[src/rtl/core/pfwq_pkg.sv]
// ----------------------------------------------------------------------------
// Priority wait queue package
// Shared widths, default sizes, opcode and status codes, and scan status type.
// ----------------------------------------------------------------------------
package pfwq_pkg;

    localparam int OPCODE_W        = 2;
    localparam int ID_W            = 5;
    localparam int PRIO_W          = 6;
    localparam int STATUS_W        = 2;

    localparam int NUM_WAITERS_DEF = 32;
    localparam int PRIO_LEVELS_DEF = 64;

    localparam int SCAN_W          = 16;
    localparam int SCAN_IDX_W      = $clog2(SCAN_W);

    typedef enum logic [OPCODE_W-1:0] {
        OP_ADD    = 2'd0,
        OP_REMOVE = 2'd1,
        OP_CHOOSE = 2'd2,
        OP_NOP    = 2'd3
    } op_t;

    typedef enum logic [STATUS_W-1:0] {
        ST_OK         = 2'd0,
        ST_NOT_QUEUED = 2'd1,
        ST_EMPTY      = 2'd2,
        ST_ALREADY    = 2'd3
    } status_t;

    typedef struct packed {
        logic done;
        logic found;
    } scan_status_t;

endpackage

[src/rtl/core/pfwq_top_scan.sv]
// ----------------------------------------------------------------------------
// Priority wait queue occupancy scanner
// Finds the highest occupied level, one SCAN_W-bit chunk per cycle from the top.
// ----------------------------------------------------------------------------
module pfwq_top_scan
    import pfwq_pkg::*;
#(
    parameter int   PRIO_LEVELS = PRIO_LEVELS_DEF,
    localparam int  LVL_W       = $clog2(PRIO_LEVELS)
)(
    input  logic                   clk,
    input  logic                   rst_n,
    input  logic                   start,
    input  logic [PRIO_LEVELS-1:0] occ,
    output scan_status_t           scan_st,
    output logic [LVL_W-1:0]       level
);

    localparam int NCHUNK  = (PRIO_LEVELS + SCAN_W - 1) / SCAN_W;
    localparam int CHUNK_W = (NCHUNK > 1) ? $clog2(NCHUNK) : 1;
    localparam int PAD_W   = NCHUNK * SCAN_W;
    localparam int FULL_W  = CHUNK_W + SCAN_IDX_W;

    logic                  busy_reg;
    logic                  busy_next;
    logic [CHUNK_W-1:0]    chunk_reg;
    logic [CHUNK_W-1:0]    chunk_next;
    logic [PAD_W-1:0]      occ_pad;
    logic [SCAN_W-1:0]     chunk_bits;
    logic [SCAN_IDX_W-1:0] idx;
    logic                  hit;
    logic [FULL_W-1:0]     full_level;

    assign occ_pad    = PAD_W'(occ);
    assign chunk_bits = occ_pad[chunk_reg * SCAN_W +: SCAN_W];
    assign hit        = |chunk_bits;

    always_comb
    begin
        idx = '0;
        for (int i = 0; i < SCAN_W; i++)
        begin
            if (chunk_bits[i])
            begin
                idx = SCAN_IDX_W'(i);
            end
        end
    end

    assign full_level    = {chunk_reg, idx};
    assign level         = full_level[LVL_W-1:0];
    assign scan_st.done  = busy_reg & (hit | (chunk_reg == '0));
    assign scan_st.found = busy_reg & hit;

    always_comb
    begin
        busy_next  = busy_reg;
        chunk_next = chunk_reg;
        if (start)
        begin
            busy_next  = 1'b1;
            chunk_next = CHUNK_W'(NCHUNK - 1);
        end
        else if (busy_reg)
        begin
            if (scan_st.done)
            begin
                busy_next = 1'b0;
            end
            else
            begin
                chunk_next = chunk_reg - CHUNK_W'(1);
            end
        end
    end

    always_ff @(posedge clk or negedge rst_n)
    begin
        if (!rst_n)
        begin
            busy_reg  <= 1'b0;
            chunk_reg <= '0;
        end
        else
        begin
            busy_reg  <= busy_next;
            chunk_reg <= chunk_next;
        end
    end

endmodule

[src/rtl/core/priority_fifo_wait_queue.sv]
// ----------------------------------------------------------------------------
// Priority FIFO wait queue
// Per-level linked lists of waiters with an occupancy bitmap; add, remove and
// choose-highest under a multi-cycle sequencer.
// ----------------------------------------------------------------------------
// One operation is in flight at a time; req_ready is high only while the
// sequencer waits for a request. The occupancy scanner looks at 16 levels per
// cycle from the top, over at most ceil(PRIO_LEVELS/16) chunks, and stops at
// the first occupied chunk. Every operation ends with one scan that reports
// the new top priority; a choose first runs another scan to pick the level,
// also on an empty queue. Every list update goes through single-port-read,
// single-port-write memories with registered read data, which sets the
// read-then-write steps. A full result register decouples the response side.
// After reset the block runs a clearing pass over every entry of the
// waiter-queued memory and holds req_ready low until it finishes.
module priority_fifo_wait_queue
    import pfwq_pkg::*;
#(
    parameter int NUM_WAITERS = NUM_WAITERS_DEF,
    parameter int PRIO_LEVELS = PRIO_LEVELS_DEF
)(
    input  logic                clk,
    input  logic                rst_n,
    input  logic                req_valid,
    output logic                req_ready,
    input  logic [OPCODE_W-1:0] opcode,
    input  logic [ID_W-1:0]     waiter_id,
    input  logic [PRIO_W-1:0]   priority_req,
    output logic                rsp_valid,
    input  logic                rsp_ready,
    output logic [STATUS_W-1:0] status,
    output logic [ID_W-1:0]     chosen_waiter,
    output logic                queue_empty,
    output logic [PRIO_W-1:0]   top_priority
);

    localparam int WID_W      = $clog2(NUM_WAITERS);
    localparam int LVL_W      = $clog2(PRIO_LEVELS);
    localparam int ID_EXT_W   = WID_W + ID_W;
    localparam int PRIO_EXT_W = LVL_W + PRIO_W;

    typedef enum logic [8:0] {
        S_CLEAR  = 9'b000000001,
        S_IDLE   = 9'b000000010,
        S_ADD    = 9'b000000100,
        S_RCHK   = 9'b000001000,
        S_CSCAN  = 9'b000010000,
        S_CHEAD  = 9'b000100000,
        S_UNLINK = 9'b001000000,
        S_FSCAN  = 9'b010000000,
        S_DONE   = 9'b100000000
    } state_t;

    // list memories
    logic [2*WID_W-1:0] lvl_mem [PRIO_LEVELS];
    logic [WID_W-1:0]   nxt_mem [NUM_WAITERS];
    logic [WID_W-1:0]   prv_mem [NUM_WAITERS];
    logic [LVL_W-1:0]   wlv_mem [NUM_WAITERS];
    logic               que_mem [NUM_WAITERS];

    state_t             state_reg,   state_next;
    logic [WID_W-1:0]   w_reg,       w_next;
    logic               id_ok_reg,   id_ok_next;
    logic [LVL_W-1:0]   lvl_reg,     lvl_next;
    status_t            st_reg,      st_next;
    logic [WID_W-1:0]   chosen_reg,  chosen_next;
    logic [LVL_W-1:0]   top_reg,     top_next;
    logic               empty_reg,   empty_next;
    logic [WID_W-1:0]   clr_reg,     clr_next;
    logic [PRIO_LEVELS-1:0] occ_reg, occ_next;

    logic               rsp_valid_reg, rsp_valid_next;
    status_t            status_reg,    status_next;
    logic [WID_W-1:0]   chs_out_reg,   chs_out_next;
    logic               qempty_reg,    qempty_next;
    logic [LVL_W-1:0]   top_out_reg,   top_out_next;

    logic [WID_W-1:0]   nxt_rd_reg;
    logic [WID_W-1:0]   prv_rd_reg;
    logic [LVL_W-1:0]   wlv_rd_reg;
    logic               que_rd_reg;
    logic [WID_W-1:0]   head_rd_reg;
    logic [WID_W-1:0]   tail_rd_reg;

    logic               wrd_re;
    logic [WID_W-1:0]   wrd_addr;
    logic               lrd_re;
    logic [LVL_W-1:0]   lrd_addr;

    logic               nxt_we;
    logic [WID_W-1:0]   nxt_waddr, nxt_wdata;
    logic               prv_we;
    logic [WID_W-1:0]   prv_waddr, prv_wdata;
    logic               wlv_we;
    logic               que_we;
    logic [WID_W-1:0]   que_waddr;
    logic               que_wdata;
    logic               lvl_we;
    logic [LVL_W-1:0]   lvl_waddr;
    logic [2*WID_W-1:0] lvl_wdata;

    logic               scan_start;
    scan_status_t       scan_st;
    logic [LVL_W-1:0]   scan_level;

    logic [ID_EXT_W-1:0]   id_ext;
    logic                  id_ok;
    logic [WID_W-1:0]      id_idx;
    logic [PRIO_EXT_W-1:0] prio_ext;
    logic [LVL_W-1:0]      prio_lvl;
    logic [ID_EXT_W-1:0]   chs_ext;
    logic [PRIO_EXT_W-1:0] top_ext;
    logic                  req_xfer;
    logic                  is_head;
    logic                  is_tail;

    pfwq_top_scan #(
        .PRIO_LEVELS (PRIO_LEVELS)
    ) u_scan (
        .clk     (clk),
        .rst_n   (rst_n),
        .start   (scan_start),
        .occ     (occ_reg),
        .scan_st (scan_st),
        .level   (scan_level)
    );

    assign id_ext   = ID_EXT_W'(waiter_id);
    assign id_ok    = id_ext < ID_EXT_W'(NUM_WAITERS);
    assign id_idx   = id_ext[WID_W-1:0];
    assign prio_ext = PRIO_EXT_W'(priority_req);
    assign prio_lvl = (prio_ext >= PRIO_EXT_W'(PRIO_LEVELS)) ? LVL_W'(PRIO_LEVELS - 1)
                                                             : prio_ext[LVL_W-1:0];

    assign req_ready = (state_reg == S_IDLE);
    assign req_xfer  = req_valid & req_ready;
    assign is_head   = (head_rd_reg == w_reg);
    assign is_tail   = (tail_rd_reg == w_reg);

    always_comb
    begin
        state_next     = state_reg;
        w_next         = w_reg;
        id_ok_next     = id_ok_reg;
        lvl_next       = lvl_reg;
        st_next        = st_reg;
        chosen_next    = chosen_reg;
        top_next       = top_reg;
        empty_next     = empty_reg;
        clr_next       = clr_reg;
        occ_next       = occ_reg;
        rsp_valid_next = rsp_valid_reg & ~rsp_ready;
        status_next    = status_reg;
        chs_out_next   = chs_out_reg;
        qempty_next    = qempty_reg;
        top_out_next   = top_out_reg;

        wrd_re    = 1'b0;
        wrd_addr  = w_reg;
        lrd_re    = 1'b0;
        lrd_addr  = lvl_reg;
        nxt_we    = 1'b0;
        nxt_waddr = w_reg;
        nxt_wdata = w_reg;
        prv_we    = 1'b0;
        prv_waddr = w_reg;
        prv_wdata = tail_rd_reg;
        wlv_we    = 1'b0;
        que_we    = 1'b0;
        que_waddr = w_reg;
        que_wdata = 1'b0;
        lvl_we    = 1'b0;
        lvl_waddr = lvl_reg;
        lvl_wdata = {head_rd_reg, tail_rd_reg};
        scan_start = 1'b0;

        unique case (state_reg)
            S_CLEAR:
            begin
                que_we    = 1'b1;
                que_waddr = clr_reg;
                que_wdata = 1'b0;
                clr_next  = clr_reg + WID_W'(1);
                if (clr_reg == WID_W'(NUM_WAITERS - 1))
                begin
                    state_next = S_IDLE;
                end
            end
            S_IDLE:
            begin
                if (req_xfer)
                begin
                    w_next      = id_idx;
                    id_ok_next  = id_ok;
                    lvl_next    = prio_lvl;
                    st_next     = ST_OK;
                    chosen_next = '0;
                    wrd_re      = 1'b1;
                    wrd_addr    = id_idx;
                    lrd_re      = 1'b1;
                    lrd_addr    = prio_lvl;
                    unique case (op_t'(opcode))
                        OP_ADD:    state_next = S_ADD;
                        OP_REMOVE: state_next = S_RCHK;
                        OP_CHOOSE:
                        begin
                            scan_start = 1'b1;
                            state_next = S_CSCAN;
                        end
                        OP_NOP:
                        begin
                            scan_start = 1'b1;
                            state_next = S_FSCAN;
                        end
                        default:   state_next = S_IDLE;
                    endcase
                end
            end
            S_ADD:
            begin
                priority if (!id_ok_reg)
                begin
                    st_next = ST_NOT_QUEUED;
                end
                else if (que_rd_reg)
                begin
                    st_next = ST_ALREADY;
                end
                else
                begin
                    // append at tail of level
                    nxt_we    = occ_reg[lvl_reg];
                    nxt_waddr = tail_rd_reg;
                    nxt_wdata = w_reg;
                    prv_we    = 1'b1;
                    prv_waddr = w_reg;
                    prv_wdata = tail_rd_reg;
                    wlv_we    = 1'b1;
                    que_we    = 1'b1;
                    que_waddr = w_reg;
                    que_wdata = 1'b1;
                    lvl_we    = 1'b1;
                    lvl_waddr = lvl_reg;
                    lvl_wdata = occ_reg[lvl_reg] ? {head_rd_reg, w_reg} : {w_reg, w_reg};
                    occ_next[lvl_reg] = 1'b1;
                end
                scan_start = 1'b1;
                state_next = S_FSCAN;
            end
            S_RCHK:
            begin
                if (!id_ok_reg || !que_rd_reg)
                begin
                    st_next    = ST_NOT_QUEUED;
                    scan_start = 1'b1;
                    state_next = S_FSCAN;
                end
                else
                begin
                    lvl_next   = wlv_rd_reg;
                    lrd_re     = 1'b1;
                    lrd_addr   = wlv_rd_reg;
                    state_next = S_UNLINK;
                end
            end
            S_CSCAN:
            begin
                if (scan_st.done)
                begin
                    if (scan_st.found)
                    begin
                        lvl_next   = scan_level;
                        lrd_re     = 1'b1;
                        lrd_addr   = scan_level;
                        state_next = S_CHEAD;
                    end
                    else
                    begin
                        st_next    = ST_EMPTY;
                        scan_start = 1'b1;
                        state_next = S_FSCAN;
                    end
                end
            end
            S_CHEAD:
            begin
                w_next      = head_rd_reg;
                chosen_next = head_rd_reg;
                wrd_re      = 1'b1;
                wrd_addr    = head_rd_reg;
                state_next  = S_UNLINK;
            end
            S_UNLINK:
            begin
                priority if (is_head && is_tail)
                begin
                    occ_next[lvl_reg] = 1'b0;
                end
                else if (is_head)
                begin
                    lvl_we    = 1'b1;
                    lvl_wdata = {nxt_rd_reg, tail_rd_reg};
                end
                else if (is_tail)
                begin
                    lvl_we    = 1'b1;
                    lvl_wdata = {head_rd_reg, prv_rd_reg};
                end
                else
                begin
                    // bridge neighbors
                    nxt_we    = 1'b1;
                    nxt_waddr = prv_rd_reg;
                    nxt_wdata = nxt_rd_reg;
                    prv_we    = 1'b1;
                    prv_waddr = nxt_rd_reg;
                    prv_wdata = prv_rd_reg;
                end
                que_we     = 1'b1;
                que_waddr  = w_reg;
                que_wdata  = 1'b0;
                scan_start = 1'b1;
                state_next = S_FSCAN;
            end
            S_FSCAN:
            begin
                if (scan_st.done)
                begin
                    empty_next = ~scan_st.found;
                    top_next   = scan_st.found ? scan_level : '0;
                    state_next = S_DONE;
                end
            end
            S_DONE:
            begin
                if (!rsp_valid_reg || rsp_ready)
                begin
                    rsp_valid_next = 1'b1;
                    status_next    = st_reg;
                    chs_out_next   = chosen_reg;
                    qempty_next    = empty_reg;
                    top_out_next   = top_reg;
                    state_next     = S_IDLE;
                end
            end
            default:
            begin
                state_next = S_IDLE;
            end
        endcase
    end

    always_ff @(posedge clk or negedge rst_n)
    begin
        if (!rst_n)
        begin
            state_reg     <= S_CLEAR;
            clr_reg       <= '0;
            occ_reg       <= '0;
            rsp_valid_reg <= 1'b0;
        end
        else
        begin
            state_reg     <= state_next;
            clr_reg       <= clr_next;
            occ_reg       <= occ_next;
            rsp_valid_reg <= rsp_valid_next;
        end
    end

    always_ff @(posedge clk)
    begin
        w_reg       <= w_next;
        id_ok_reg   <= id_ok_next;
        lvl_reg     <= lvl_next;
        st_reg      <= st_next;
        chosen_reg  <= chosen_next;
        top_reg     <= top_next;
        empty_reg   <= empty_next;
        status_reg  <= status_next;
        chs_out_reg <= chs_out_next;
        qempty_reg  <= qempty_next;
        top_out_reg <= top_out_next;
    end

    always_ff @(posedge clk)
    begin
        if (wrd_re)
        begin
            nxt_rd_reg <= nxt_mem[wrd_addr];
            prv_rd_reg <= prv_mem[wrd_addr];
            wlv_rd_reg <= wlv_mem[wrd_addr];
            que_rd_reg <= que_mem[wrd_addr];
        end
        if (lrd_re)
        begin
            {head_rd_reg, tail_rd_reg} <= lvl_mem[lrd_addr];
        end
    end

    always_ff @(posedge clk)
    begin
        if (nxt_we)
        begin
            nxt_mem[nxt_waddr] <= nxt_wdata;
        end
        if (prv_we)
        begin
            prv_mem[prv_waddr] <= prv_wdata;
        end
        if (wlv_we)
        begin
            wlv_mem[w_reg] <= lvl_reg;
        end
        if (que_we)
        begin
            que_mem[que_waddr] <= que_wdata;
        end
        if (lvl_we)
        begin
            lvl_mem[lvl_waddr] <= lvl_wdata;
        end
    end

    assign chs_ext = ID_EXT_W'(chs_out_reg);
    assign top_ext = PRIO_EXT_W'(top_out_reg);

    assign rsp_valid     = rsp_valid_reg;
    assign status        = status_reg;
    assign chosen_waiter = chs_ext[ID_W-1:0];
    assign queue_empty   = qempty_reg;
    assign top_priority  = top_ext[PRIO_W-1:0];

endmodule
[config.mk]
export PLATFORM = sky130hd
export DESIGN_NAME = priority_fifo_wait_queue
export DESIGN_NICKNAME = d
export VERILOG_FILES = /design/src/rtl/core/pfwq_pkg.sv /design/src/rtl/core/pfwq_top_scan.sv /design/src/rtl/core/priority_fifo_wait_queue.sv
export SDC_FILE = /design/constraint.sdc
export NUM_CORES = 2
export LEC_CHECK = 0
export ABC_AREA = 1
export BUFFER_PORTS_ARGS = -buffer_cell sky130_fd_sc_hd__buf_4
export CAP_MARGIN = 15
export CORE_MARGIN = 1
export CORE_UTILIZATION = 27
export DETAILED_ROUTE_END_ITERATION = 12
export PLACE_DENSITY = 0.43
export SLEW_MARGIN = 25
export SYNTH_ARGS = -nofsm -noshare
export SYNTH_HDL_FRONTEND = slang
export SYNTH_SLANG_ARGS = --single-unit
[constraint.sdc]
create_clock -name clk -period 9.4 [get_ports clk]
set_input_delay 0.47 -clock clk [delete_from_list [all_inputs] [get_ports clk]]
set_output_delay 0.47 -clock clk [all_outputs]
set_load 0.02 [all_outputs]
==> results.txt <==
The tree is rooted in a sky130_fd_sc_hd__clkbuf_16. The maximum number of pins on one net before global-route repair came out at 157. The count of buffers added on input and output ports is 32. The number of register bits inferred by synthesis came out at 1,332. The worst setup path is captured at a flop. The leakage power figure came out at 23.67 nW. The initial antenna violation count is 3. After detailed routing, the average wire length per cell comes to 21.62 um. The signal on the critical path passes through buf_4 -> inv_2 -> nand2_1 -> nand3_1 -> nand2_1 -> nand2_1 -> a211oi_1 -> nand2_1 -> o21ai_4 -> nand2_2 -> nand3_1 -> a21boi_1 -> nand2_8 -> buf_4 -> buf_4 -> nand3b_1 -> nand3_1 -> nand3_1 -> nand3_1 -> nand3_1 -> nand3_1 -> nand2_1. The longest clock path from root to sink contains 3 buffers.

The placer congestion estimate is 0.7944. The clock input transition at the sequential cells of the worst setup and hold paths came out at 70 ps. In the final layout, the registers with the most flip-flops are lvl_mem (640), wlv_mem (192).

Clock latency on the worst-skew pair, taken at its later pin, is 780 ps. The worst setup path is launched from a flop. The path class of the lowest-slack min-delay path is in -> async.

The final total power came out at 0.02402 W. The effective utilization at floorplan is 27.21%. Once detail routing completed, the nets flagged for antenna violations numbered 0. The synthesized design spends more area on one cell type than any other, namely sky130_fd_sc_hd__edfxtp_1. The final layout contains 5,230 nets. For this run, the leading register cell type out of synthesis is sky130_fd_sc_hd__edfxtp_1. Across the run, the number of max-cap violations was 0. The first global-routing pass estimated 262.0 mm of wire. At the worst endpoint, the required time is 9920 ps.

Cells with a size suffix above 1 make up 8.253% of the layout. More flip-flops sit in one register than any other, and that register is lvl_mem. The all-layer global routing usage is 16.03%. For this design, the slowest cell found on the critical path is sky130_fd_sc_hd__buf_4. The number of iterations in the first detailed-routing pass came out at 9. From left edge to right edge, the die measures 464.8 um. The share of synthesized flip-flops with an asynchronous set or reset is 6.156%. The worst slew slack as a fraction of its limit is 26.74%. The worst setup path is of the reg -> reg kind.

The area growth from synthesis to layout is 14.71%. The total standard cell area after synthesis is 57,820 sq um. The final cycle utilization of the critical path came out at 65.27%. The number of top-level pins is 33. After synthesis, the most frequently instantiated cells are 1,239 x sky130_fd_sc_hd__edfxtp_1, 808 x sky130_fd_sc_hd__nand3_1, 694 x sky130_fd_sc_hd__nand2_1. The residual overflow from global routing came out at 0.

The clock buffer count from CTS is 147. The number of sinks handled by clock tree synthesis is 1,332. Yosys mapped a number of flops with a built-in enable equal to 1,239. The number of vias per cell is 4.823. The number of max-slew violations in the final report came to 0. The worst-margin pin slew came out at 1098 ps.

The synthesized instance count came out at 5,209. Data arrives at the worst endpoint at 6650 ps. The worst stage delay on the critical path is 810 ps.

TritonCTS built the clock tree. In this design, the critical path's most frequently occurring cell is sky130_fd_sc_hd__nand3_1. Of all nets on the critical path, the largest fanout is 81. On the final layout, the worst clock skew is 38.11 ps. The placed standard-cell area came out at 61,650 sq um. Once detailed placement completed, the half-perimeter wirelength came to 99.57 mm. The finished layout cell area came out at 66,320 sq um. The number of synthesis warnings is 0.

The count of endpoints failing hold in the final timing report came to 0. The number of global-route vias before repair is 38.16k. Of the post-synthesis cell area, the dominant cell type holds 64.35%. The placeable core region is 212,500 sq um. The worst-case vdd ir drop is 0.3866 mV.

The post-route DRC violation count is 0. The total setup buffers inserted after CTS is 0. The maximum clock frequency came out at 0.1630 GHz. The flip-flop count of the largest register, all copies and words added came out at 640. The die covers 216,000 sq um. Setup repair after global routing left no endpoint under its margin.

The count of endpoints failing setup in the final report is 0. The total vias in the final route is 39.27k. For this block, the routed nets add up to 176.1 mm of wire.

The most frequent cell after synthesis is sky130_fd_sc_hd__edfxtp_1. Yosys attributes the largest share of cell area to sky130_fd_sc_hd__edfxtp_1 64%, sky130_fd_sc_hd__nand3_1 7.0%, sky130_fd_sc_hd__nand2_1 4.5%. The flow ran to the end, and the final reports show no timing, DRC or antenna violations.

The netlist uses 52 different library cells. The die is 464.8 um tall. The clock tree synthesis step divided the H-tree into 4 levels. The number of nets produced by synthesis came out at 5,231.

The post-route setup TNS came out at 0 ps. The mean post-synth cell area is 11.10 sq um. The violation count after the first detailed-routing iteration is 3,659. The shortest period the worst path allows is 6135 ps. The number of placement rows came out at 169. The sequential share of the synthesized area came out at 68.28%. The power density normalized to cell area came out at 362.2 nW/um^2. Counting the fill cells in the layout gives 21.58k.
per-stage QoR:
stage | hold WS [ps] | std cells | util [%] | worst slack [ps]
6_report | 145.0 | 8143 | 31.21 | 3265
2_1_floorplan | 174.4 | 5209 | - | 4484
5_1_grt | 143.1 | 8142 | 31.21 | 2718
3_5_place_dp | 407.5 | 7874 | 29.01 | 3360
3_3_place_gp | 404.5 | 7874 | 29.01 | 3193
4_1_cts | 95.58 | 8140 | 31.20 | 3305
what timing repair did:
action / 4_1_cts / 5_1_grt
hold buffers: 6 / 0
hold endpoints to repair: 30 / 0
resized for setup: 0 / 0
critical path: cells and delay by family, from the launching register on:
kind | cells | cell delay (ps)
AO/OA/AOI/OAI | 3 | 690
buffers and inverters | 4 | 2130
flip-flops | 1 | 400
AND/OR/NAND/NOR | 15 | 2480
path summary, 6_finish.rpt:
check | from | end | slack, ps | cells past startpoint
setup / recovery | u_scan.chunk_reg[0] | head_rd_reg[3] | 3260 | 22
hold / removal | rst_n | asynchronous set/reset pin | 140 | 2
setup reg to reg | u_scan.chunk_reg[0] | head_rd_reg[3] | 3260 | 22
hold reg to reg | st_reg[0] | status[0] | 420 | 0
max in group asynchronous | rst_n | rsp_valid | 8060 | 3
min in group clk | st_reg[0] | status[0] | 420 | 0
routing by layer:
metal  global-route usage (%)  vias to the layer above  routed length [um]
li1                         -                    18380                   -
met1                    22.74                    19660               82440
met2                    25.62                     1021               82020
met3                    2.421                      214                8482
met4                    3.617                        0                3129
met5                        0                        -                   0
area by class of cell:
cell class | instances | area [sq um] | share of cell area [%]
clock buffer | 193 | 4026 | 6.071
sequential | 1332 | 39480 | 59.53
timing repair buffer | 181 | 1431 | 2.158
tap | 2821 | 3530 | 5.322
multi-input combinational | 2993 | 15170 | 22.88
inverter | 553 | 2100 | 3.166
antenna | 3 | 7.507 | 0.01132
clock inverter | 67 | 573.1 | 0.8640
cells by family (layout without fill, tap and decap cells):
logic type,after synthesis,after routing,synth area share [%]
flip-flops,1332,1332,68.28
XOR/XNOR,9,9,0.1363
AND/OR/NAND/NOR,2300,2300,18.26
other,0,3,0
buffers and inverters,884,994,6.042
adder cells (fa/ha/maj),5,5,0.1082
AO/OA/AOI/OAI,679,679,7.176
placed cells by master, fill, tap and decap left out, drive strengths merged, types with 5 or more instances in the layout:
master	count
a21oi	43
nor2	495
a22o	5
a211oi	5
ha	5
xnor2	5
nand3	809
o221ai	126
o22ai	25
a221oi	9
nand2	697
inv	550
nor3	89
clkinv	59
bufinv	10
o21ai	406
nand3b	200
a22oi	6
dfrtp	81
a31oi	18
dfxtp	11
buf	175
clkbuf	193
o211ai	22
dlygate4sd3	6
edfxtp	1239
power breakdown:
part / total (W) / internal, W / switching, W
registers: 0.00778 / 0.00753 / 0.000253
clock network: 0.00565 / 0.00327 / 0.00238
logic: 0.0106 / 0.00251 / 0.00808
total: 0.0240 / 0.0133 / 0.0107
Note: power is estimated with default switching activity, not from simulation.
